===== config.mk =====
export PLATFORM = sky130hd
export DESIGN_NAME = xrg_mul
export DESIGN_NICKNAME = d
export VERILOG_FILES = /design/src/sv/xrg_pkg.sv /design/src/sv/xrg_mul.sv
export SDC_FILE = /design/constraint.sdc
export NUM_CORES = 2
export LEC_CHECK = 0
export ABC_AREA = 1
export BUFFER_PORTS_ARGS = -buffer_cell sky130_fd_sc_hd__buf_4
export CAP_MARGIN = 20
export CORE_MARGIN = 2
export CORE_UTILIZATION = 46
export CTS_CLUSTER_SIZE = 28
export DETAILED_ROUTE_END_ITERATION = 8
export PLACE_DENSITY_LB_ADDON = 0.08
export SLEW_MARGIN = 20
export SYNTH_ARGS = -nofsm -noshare
export SYNTH_HDL_FRONTEND = slang
export SYNTH_SLANG_ARGS = --single-unit

===== constraint.sdc =====
create_clock -name clk -period 9.4 [get_ports clk]
set_input_delay 1.41 -clock clk [delete_from_list [all_inputs] [get_ports clk]]
set_output_delay 1.41 -clock clk [all_outputs]
set_load 0.01 [all_outputs]

===== src/sv/xrg_pkg.sv =====
package xrg_pkg;

  localparam int unsigned WORD_W = 64;
  localparam int unsigned HALF_W = 32;

  // APB register map: one 64-bit register, 8-byte stride
  localparam int unsigned ADDR_W = 4;
  localparam int unsigned REG_SEL_BIT = 3;
  localparam logic REG_IDX_SEED = 1'b0;
  localparam logic [WORD_W-1:0] SEED_RESET = 64'd1;

  // input kinds on s_tuser
  localparam logic OP_RAW = 1'b0;
  localparam logic OP_RANGED = 1'b1;

  // mixer constants
  localparam logic [WORD_W-1:0] MIX_MUL_A = 64'hBF58_476D_1CE4_E5B9;
  localparam logic [WORD_W-1:0] MIX_MUL_B = 64'h94D0_49BB_1331_11EB;
  localparam int unsigned MIX_SH1 = 30;
  localparam int unsigned MIX_SH2 = 27;
  localparam int unsigned MIX_SH3 = 31;

  // xoshiro256++ constants
  localparam int unsigned ROT_OUT = 23;
  localparam int unsigned ROT_STATE = 45;
  localparam int unsigned SHIFT_T = 17;

  typedef enum logic [3:0] {
    ST_LOAD_A_GO,
    ST_LOAD_A_WAIT,
    ST_LOAD_B_GO,
    ST_LOAD_B_WAIT,
    ST_IDLE,
    ST_SPAN,
    ST_SUM,
    ST_DRAW,
    ST_REDUCE,
    ST_REDUCE2,
    ST_MOD_WAIT,
    ST_CHECK,
    ST_TEST,
    ST_EMIT
  } xrg_state_t;

  function automatic logic [WORD_W-1:0] rotl64(input logic [WORD_W-1:0] v,
                                               input int unsigned amt);
    rotl64 = (v << amt) | (v >> (WORD_W - amt));
  endfunction

endpackage


===== src/sv/xrg_mul.sv =====
// 64x64 -> low 64 bits, one 32x32 partial product per cycle.
module xrg_mul (
  input  logic                      clk,
  input  logic                      rst,
  input  logic                      start,
  input  logic [xrg_pkg::WORD_W-1:0] op_a,
  input  logic [xrg_pkg::WORD_W-1:0] op_b,
  output logic                      done,
  output logic [xrg_pkg::WORD_W-1:0] product
);
  import xrg_pkg::*;

  logic [WORD_W-1:0] a;
  logic [WORD_W-1:0] b;
  logic [WORD_W-1:0] pp;
  logic [WORD_W-1:0] acc;
  logic [1:0]        step;
  logic              busy;
  logic [HALF_W-1:0] mx;
  logic [HALF_W-1:0] my;

  // step 0: lo*lo, step 1: hi*lo, step 2: lo*hi
  always_comb begin
    unique case (step)
      2'd1: begin
        mx = a[WORD_W-1:HALF_W];
        my = b[HALF_W-1:0];
      end
      2'd2: begin
        mx = a[HALF_W-1:0];
        my = b[WORD_W-1:HALF_W];
      end
      default: begin
        mx = a[HALF_W-1:0];
        my = b[HALF_W-1:0];
      end
    endcase
  end

  always_ff @(posedge clk) begin
    if (rst) begin
      busy <= 1'b0;
      done <= 1'b0;
      step <= 2'd0;
    end else begin
      done <= 1'b0;
      if (start) begin
        busy <= 1'b1;
        step <= 2'd0;
      end else if (busy) begin
        step <= step + 2'd1;
        if (step == 2'd3) begin
          busy <= 1'b0;
          done <= 1'b1;
        end
      end
    end
  end

  always_ff @(posedge clk) begin
    if (start) begin
      a <= op_a;
      b <= op_b;
    end else if (busy) begin
      pp <= mx * my;
      unique case (step)
        2'd0: acc <= acc;
        2'd1: acc <= pp;
        default: acc <= acc + {pp[HALF_W-1:0], {HALF_W{1'b0}}};
      endcase
    end
  end

  assign product = acc;

endmodule


==> impl_metrics.toml <==
[sta]
relSlewSlack_pct = 37.6
hold_viol = 0
period_share_pct = 96.0
fin_crit_ns = 9.02
setup_violations = 0
slew_violations = 0
finClkSkew_ns = 0.0195
clock.fmax_mhz = 111
tns_ns = 0
rsz0062_at_grt = "false"
worst_slew_pin_slew_ns = 0.932

[cells_and_area]
final_common_cell = "inv_1"
final_cell_mix = "inv_1, nand2_1, fa_1"
fin_nets = 7045
drive_above_1_share_pct = 9.77
antenna_cells = 0
area.growth.synth_to_final_pct = 9.65

[clock_network]
ctsResizeCount = 0
cts_setup_buffers = 0
cts_buffers = 34
clockBufferDepth = 3
cts_hold_buf = 0
cts_tree = "yes"
cts_sinks = 260
clk_latency_ns = 0.60
cts-root-buf = "clkbuf_16"
cts_max_level = 2
path_clk_slew_ns = 0.06

[grt]
grt_use_met1_pct = 40.0
globalRouteOverflowTotal = 0
grt_pass1_vias = 37300
grt_max_degree = 65
grt.total_usage_pct = 31.2
met2_usage_pct = 51.4
gr-usage-met3_pct = 4.82
busiest_layer = "met2"
antenna_found_initial = 1
grt_pass1_wl_um = 234000

[critical_path]
slowest_stage = "inv_2"
cp-start-kind = "register"
end_kind = "register"
required_ns = 9.78
crit_family = "adder cells"
path_buf_inv = 10
crit_fanout = 28
crit_arrival_ns = 9.40
slowest_delay_ns = 0.60
cp_common_cell = "fa_1"
worstSetupPathType = "register to register"

[synth]
async_reset_ff_share_pct = 0
synthFlopType = "edfxtp_1"
syn_inst = 5528
syn_avg_cell_area_um2 = 8.35
synth_seq_cells = 260
syn-cell-area_um2 = 46100
synth_top_cell_by_area = "fa_1"
syn_nets = 6855
synth-warning-count = 0
synth_cell_type_count = 40
ys_seq_area_share_pct = 16.8
synth_area_leaders = "fa_1, edfxtp_1, inv_1, nand2_1, ha_1"
yosysTopAreaCellShare_pct = 38.9
synth_edf_count = 256

[run]
drv_cap = 0

[route]
post_drt_via_cell_ratio = 5.09
totalWireLength_um = 157000
num_vias = 35900
final_antenna_net_count = 0
post_drt_wl_per_cell_um = 22.3
drc = 0
firstDrtPassIters = 6
drt_iter0_drc = 2406

[floorplanning]
die_x_um = 321
die_area_um2 = 103000
initial_core_util_pct = 46.3
core_area_um2 = 99700
ios = 196
die_h_um = 321
rows = 116

[placed_design]
port_buffers = 195
dp_hpwl_um = 130000
place_congestion = 0.989

[min_path]
hp-class = "register to register"

[status]
status = "completed"
[registers in the layout, summed over array words and instances (netlist names)]
register / cells
a: 64
b: 64
pp: 64
product: 64
step: 2
busy: 1
done: 1
[cell families (layout without fill, tap and decap cells)]
group / count (synthesis) / after routing / share of synthesized area, %
compound gates: 168 / 168 / 2.40
fa+ha+maj: 1196 / 1196 / 47.0
buf+inv: 1615 / 1828 / 13.7
xor+xnor: 44 / 44 / 0.835
flops: 260 / 260 / 16.8
simple gates: 2245 / 2245 / 19.3
[worst min-delay path, delay by kind of cell (launching register included)]
| kind | cells | cell delay (ns) |
|---|---|---|
| flip-flops | 1 | 0.33 |
| AND/OR/NAND/NOR | 1 | 0.07 |
| AO/OA/AOI/OAI | 1 | 0.05 |
[synthesized netlist by cell type, types with 12 or more instances]
library cell	number
inv_1	1385
nand2_1	1364
fa_1	897
nor2_1	681
ha_1	299
edfxtp_1	256
buf_2	129
nand3_1	88
a21oi_1	72
inv_2	56
o21ai_2	34
xor2_1	30
clkbuf_1	22
nand2_2	22
nor2_2	22
o21ai_1	21
o21ai_0	18
nor3_1	17
xnor2_1	14
nand4_1	13
o21bai_1	12
[stage by stage]
| step | hold slack (ns) | utilization [%] | instance area (um2) | setup slack [ns] | cells |
|---|---|---|---|---|---|
| after floorplan | 0.455 | - | 46100 | 2.37 | 5528 |
| after global placement | 0.488 | 49.6 | 49400 | 0.353 | 6979 |
| after detailed placement | 0.486 | 49.6 | 49400 | 0.276 | 6979 |
| after CTS | 0.496 | 50.7 | 50600 | 0.252 | 7038 |
| after global routing | 0.527 | 50.7 | 50600 | 0.0794 | 7039 |
| final | 0.494 | 50.7 | 50600 | 0.378 | 7039 |
[metal layers]
layer / up-vias / share of wire, % / wire length [um]
met5: - / 0 / 0
met4: 0 / 6.2 / 9750
met3: 370 / 6.7 / 10600
met2: 1314 / 47 / 74000
met1: 17800 / 40 / 62500
li1: 16300 / - / -
[cell type report]
| class | count | area (um2) |
|---|---|---|
| timing repair buffer | 326 | 2480 |
| clock inverter | 19 | 253 |
| fill | 9809 | 49100 |
| clock buffer | 40 | 895 |
| multi-input combinational | 3653 | 32200 |
| inverter | 1443 | 5420 |
| sequential | 260 | 7770 |
| tap | 1298 | 1620 |
[worst paths after layout]
kind,from,end,slack [ns],cells after the start
worst min-delay path,busy,busy,0.49,2
worst min register to register,busy,busy,0.49,2
worst max-delay path,step[0],pp[31],0.38,28
worst max register to register,step[0],pp[31],0.38,28
Power is not shown: default switching activity piles up to over one toggle a cycle in this logic, so the estimate is an artifact.
