[src/sv/xrg_pkg.sv]
package xrg_pkg;

  localparam int unsigned WORD_W = 64;
  localparam int unsigned HALF_W = 32;

  // APB register map: one 64-bit register, 8-byte stride
  localparam int unsigned ADDR_W = 4;
  localparam int unsigned REG_SEL_BIT = 3;
  localparam logic REG_IDX_SEED = 1'b0;
  localparam logic [WORD_W-1:0] SEED_RESET = 64'd1;

  // input kinds on s_tuser
  localparam logic OP_RAW = 1'b0;
  localparam logic OP_RANGED = 1'b1;

  // mixer constants
  localparam logic [WORD_W-1:0] MIX_MUL_A = 64'hBF58_476D_1CE4_E5B9;
  localparam logic [WORD_W-1:0] MIX_MUL_B = 64'h94D0_49BB_1331_11EB;
  localparam int unsigned MIX_SH1 = 30;
  localparam int unsigned MIX_SH2 = 27;
  localparam int unsigned MIX_SH3 = 31;

  // xoshiro256++ constants
  localparam int unsigned ROT_OUT = 23;
  localparam int unsigned ROT_STATE = 45;
  localparam int unsigned SHIFT_T = 17;

  typedef enum logic [3:0] {
    ST_LOAD_A_GO,
    ST_LOAD_A_WAIT,
    ST_LOAD_B_GO,
    ST_LOAD_B_WAIT,
    ST_IDLE,
    ST_SPAN,
    ST_SUM,
    ST_DRAW,
    ST_REDUCE,
    ST_REDUCE2,
    ST_MOD_WAIT,
    ST_CHECK,
    ST_TEST,
    ST_EMIT
  } xrg_state_t;

  function automatic logic [WORD_W-1:0] rotl64(input logic [WORD_W-1:0] v,
                                               input int unsigned amt);
    rotl64 = (v << amt) | (v >> (WORD_W - amt));
  endfunction

endpackage

[src/sv/xrg_mod.sv]
// Restoring remainder, one dividend bit per cycle.
module xrg_mod (
  input  logic                      clk,
  input  logic                      rst,
  input  logic                      start,
  input  logic [xrg_pkg::WORD_W-1:0] dividend,
  input  logic [xrg_pkg::WORD_W-1:0] divisor,
  output logic                      done,
  output logic [xrg_pkg::WORD_W-1:0] remainder
);
  import xrg_pkg::*;

  logic [WORD_W-1:0] rem;
  logic [WORD_W-1:0] quo;
  logic [WORD_W-1:0] dsr;
  logic [5:0]        cnt;
  logic              busy;
  logic [WORD_W:0]   trial;
  logic [WORD_W:0]   diff;

  assign trial = {rem, quo[WORD_W-1]};
  assign diff  = trial - {1'b0, dsr};

  always_ff @(posedge clk) begin
    if (rst) begin
      busy <= 1'b0;
      done <= 1'b0;
      cnt  <= '0;
    end else begin
      done <= 1'b0;
      if (start) begin
        busy <= 1'b1;
        cnt  <= '1;
      end else if (busy) begin
        cnt <= cnt - 6'd1;
        if (cnt == 6'd0) begin
          busy <= 1'b0;
          done <= 1'b1;
        end
      end
    end
  end

  always_ff @(posedge clk) begin
    if (start) begin
      rem <= '0;
      quo <= dividend;
      dsr <= divisor;
    end else if (busy) begin
      quo <= {quo[WORD_W-2:0], 1'b0};
      // no borrow: trial >= divisor
      if (!diff[WORD_W]) begin
        rem <= diff[WORD_W-1:0];
      end else begin
        rem <= trial[WORD_W-1:0];
      end
    end
  end

  assign remainder = rem;

endmodule

[config.mk]
export PLATFORM = sky130hd
export DESIGN_NAME = xrg_mod
export DESIGN_NICKNAME = d
export VERILOG_FILES = /design/src/sv/xrg_pkg.sv /design/src/sv/xrg_mod.sv
export SDC_FILE = /design/constraint.sdc
export NUM_CORES = 1
export LEC_CHECK = 0
export BUFFER_PORTS_ARGS = -buffer_cell sky130_fd_sc_hd__buf_2
export CORE_ASPECT_RATIO = 1.25
export CORE_UTILIZATION = 58
export CTS_CLUSTER_DIAMETER = 30
export DETAILED_ROUTE_END_ITERATION = 10
export PLACE_DENSITY = 0.87
export SLEW_MARGIN = 0
export SYNTH_ARGS = -nofsm -noshare
export SYNTH_HDL_FRONTEND = slang
export SYNTH_SLANG_ARGS = --single-unit
[constraint.sdc]
create_clock -name clk -period 3.7 [get_ports clk]
set_input_delay 0 -clock clk [delete_from_list [all_inputs] [get_ports clk]]
set_output_delay 0 -clock clk [all_outputs]
set_load 0.005 [all_outputs]
==> flow_metrics.py <==
metrics = {
    "sta": {
        "fin_tns_setup_ns": 0,
        "worst_slew_pin_slew_ns": 0.770,
        "period_minus_slack_ns": 3.59,
        "maxSlewViolCount": 0,
        "finalCritPeriodShare_pct": 97.1,
        "setup_slack_ns": 0.106,
        "slew_headroom_pct": 48.6,
        "hold_viol": 0,
        "fmax_mhz": 278,
        "skew_ns": 0.0198,
        "rsz0062_at_grt": "true",
        "setup_viol": 0,
    },
    "die": {
        "die_w_um": 131,
        "dieArea_um2": 21300,
        "rows": 58,
        "initial_core_util_pct": 59.3,
        "fp.coreArea_um2": 20200,
        "top_level_ports": 196,
        "die_h_um": 163,
    },
    "cells_and_area": {
        "layout-drive-gt1-share_pct": 21.7,
        "fin_util_pct": 75.3,
        "n_antenna_cell": 0,
        "mostFrequentLayoutCells": "buf_2, dlygate4sd3_1, edfxtp_1",
        "syn_to_final_growth_pct": 26.8,
        "layout_commonest_cell": "buf_2",
        "nets": 1700,
    },
    "clocking": {
        "cts.sinks": 200,
        "clock_latency_ns": 0.46,
        "htree_levels": 4,
        "clkTransAtPathRegs_ns": 0.08,
        "clockBufferDepth": 2,
        "cts_root_buf": "clkbuf_16",
        "cts_tree": "yes",
        "numCtsBuffers": 17,
    },
    "min_path": {
        "hold_path.class": "in2reg",
    },
    "worst_setup_path": {
        "cp-start-kind": "flip-flop",
        "reg2reg_slack_ns": 0.11,
        "crit_required_ns": 3.99,
        "critPathArrivalTime_ns": 3.89,
        "worst-setup-path-type": "reg2reg",
        "end_kind": "flip-flop",
        "critPathMaxFanout": 11,
    },
    "detailed_routing": {
        "drt-total-wl_um": 33300,
        "ant_nets": 0,
        "drtIter0Drc": 715,
        "drc": 0,
        "vias": 10694,
        "dr.pass1.iters": 5,
        "wl_per_cell_um": 18.6,
        "vias_per_cell": 5.99,
    },
    "synth": {
        "synth_edf_count": 128,
        "netlist_area_um2": 12000,
        "synth.distinct_cells": 69,
        "synth.net_count": 1402,
        "ys_ff_latch": 200,
        "ys_warn_count": 0,
        "synthFlopType": "edfxtp_1",
        "avgSynthCellArea_um2": 9.98,
        "synthArstFlopShare_pct": 0,
        "netlist_instances": 1204,
        "ys_seq_area_share_pct": 44.0,
    },
    "placement": {
        "place_ws_ns": 0.0705,
        "io_buffers": 195,
        "place_hpwl_um": 20900,
        "gp_congestion": 0.974,
    },
    "pwr": {
        "total_power_mw": 6.58,
        "power_density_nw_per_um2": 431,
        "power_leakage_nw": 6.43,
        "ir_worst_vdd_uv": 345,
    },
    "grt": {
        "grt_pass1_wl_um": 50600,
        "grt_pass1_vias": 10514,
        "grt_antenna_before_repair": 0,
        "overflow": 0,
        "grt_usage_pct": 30.6,
        "grt_max_degree": 86,
    },
    "flow_run": {
        "maxCapViolCount": 0,
    },
    "run_status": {
        "status": "finished clean",
    },
}
-- what timing repair did --
action / in CTS / in global routing
gates resized for setup: 0 / 10
endpoints found under the hold margin: 136 / 0
hold buffers: 129 / 0
setup buffers: 0 / 2
endpoints found under the setup margin: 0 / 63
-- sequential cells by signal, indices dropped and copies added, names as in the netlist --
| signal | cells |
|---|---|
| busy | 1 |
| dsr | 64 |
| done | 1 |
| cnt | 6 |
| quo | 64 |
| remainder | 64 |
-- path summary, 6_finish.rpt --
check,start,endpoint,cells past startpoint
worst max-delay path,quo[63]$_DFFE_PP_,remainder[53]$_SDFFE_PP0P_,15
worst min-delay path,start,dsr[36]$_DFFE_PP_,1
worst max register to register,quo[63]$_DFFE_PP_,remainder[53]$_SDFFE_PP0P_,15
worst min register to register,remainder[16]$_SDFFE_PP0P_,remainder[16]$_SDFFE_PP0P_,2
-- logic make-up (layout without fill, tap and decap cells) --
| family | Yosys count | after routing | synth area share (%) |
|---|---|---|---|
| simple gates | 305 | 305 | 11.8 |
| compound gates | 299 | 299 | 16.5 |
| flops | 200 | 200 | 44.0 |
| buf+inv | 149 | 460 | 5.39 |
| mux | 118 | 118 | 10.5 |
| fa+ha+maj | 67 | 67 | 7.04 |
| xor+xnor | 66 | 66 | 4.81 |
-- through the flow --
stage	instances	instance area, µm²	hold WS, ns
finish	1785	15200	0.0429
global route	1785	15200	0.0638
CTS	1780	15100	0.0594
detailed placement	1619	13200	0.178
global placement	1619	13200	0.177
floorplan	1204	12000	0.0989
-- Yosys cell counts, drive strengths merged, types with 15 or more instances --
cell    count  area, µm²
nand3      15       75.1
nand2      77        289
a21oi      83        419
mux2i      54        541
dfxtp      72       1440
mux2       64        721
ha         66        826
clkbuf     49        184
o21ai      48        240
nor3       17       85.1
inv        86        323
xnor2      35        307
edfxtp    128       3840
nor2      115        432
a211oi     65        488
xor2       31        272
-- power breakdown --
part | total [mW] | leakage, nW | internal, mW | switching, mW
clock network | 1.99 | 0.302 | 0.946 | 1.04
registers | 2.74 | 1.86 | 2.60 | 0.142
logic | 1.84 | 4.26 | 0.837 | 1.01
-- worst max-delay path, stage by stage (launching register included) --
cell,delay (ns)
edfxtp_1,0.34
inv_1,0.05
ha_1,0.21
fa_1,0.40
nand2b_4,0.17
a21oi_4,0.19
o2111ai_4,0.19
a2111oi_4,0.44
o31ai_2,0.14
a21boi_2,0.18
o31a_1,0.20
a21oi_4,0.07
buf_4,0.18
buf_12,0.15
or3_1,0.37
o311ai_0,0.15
-- layer usage --
layer  vias to the layer above  global-route usage (%)  share of wire, %
li1                       5004                       -                 -
met2                       537                    55.4                51
met3                       134                    6.27               7.1
met5                         -                       0                 0
met1                      5019                    33.7                37
met4                         0                    14.5               4.3
-- cell type report --
type / instances / area, µm²
Clock buffer: 17 / 425
Clock inverter: 15 / 201
Fill cell: 1298 / 5010
Inverter: 86 / 323
Multi-Input combinational cell: 855 / 6150
Sequential cell: 200 / 5290
Tap cell: 270 / 338
Timing Repair Buffer: 342 / 2510
(Power assumes the default switching activity.)
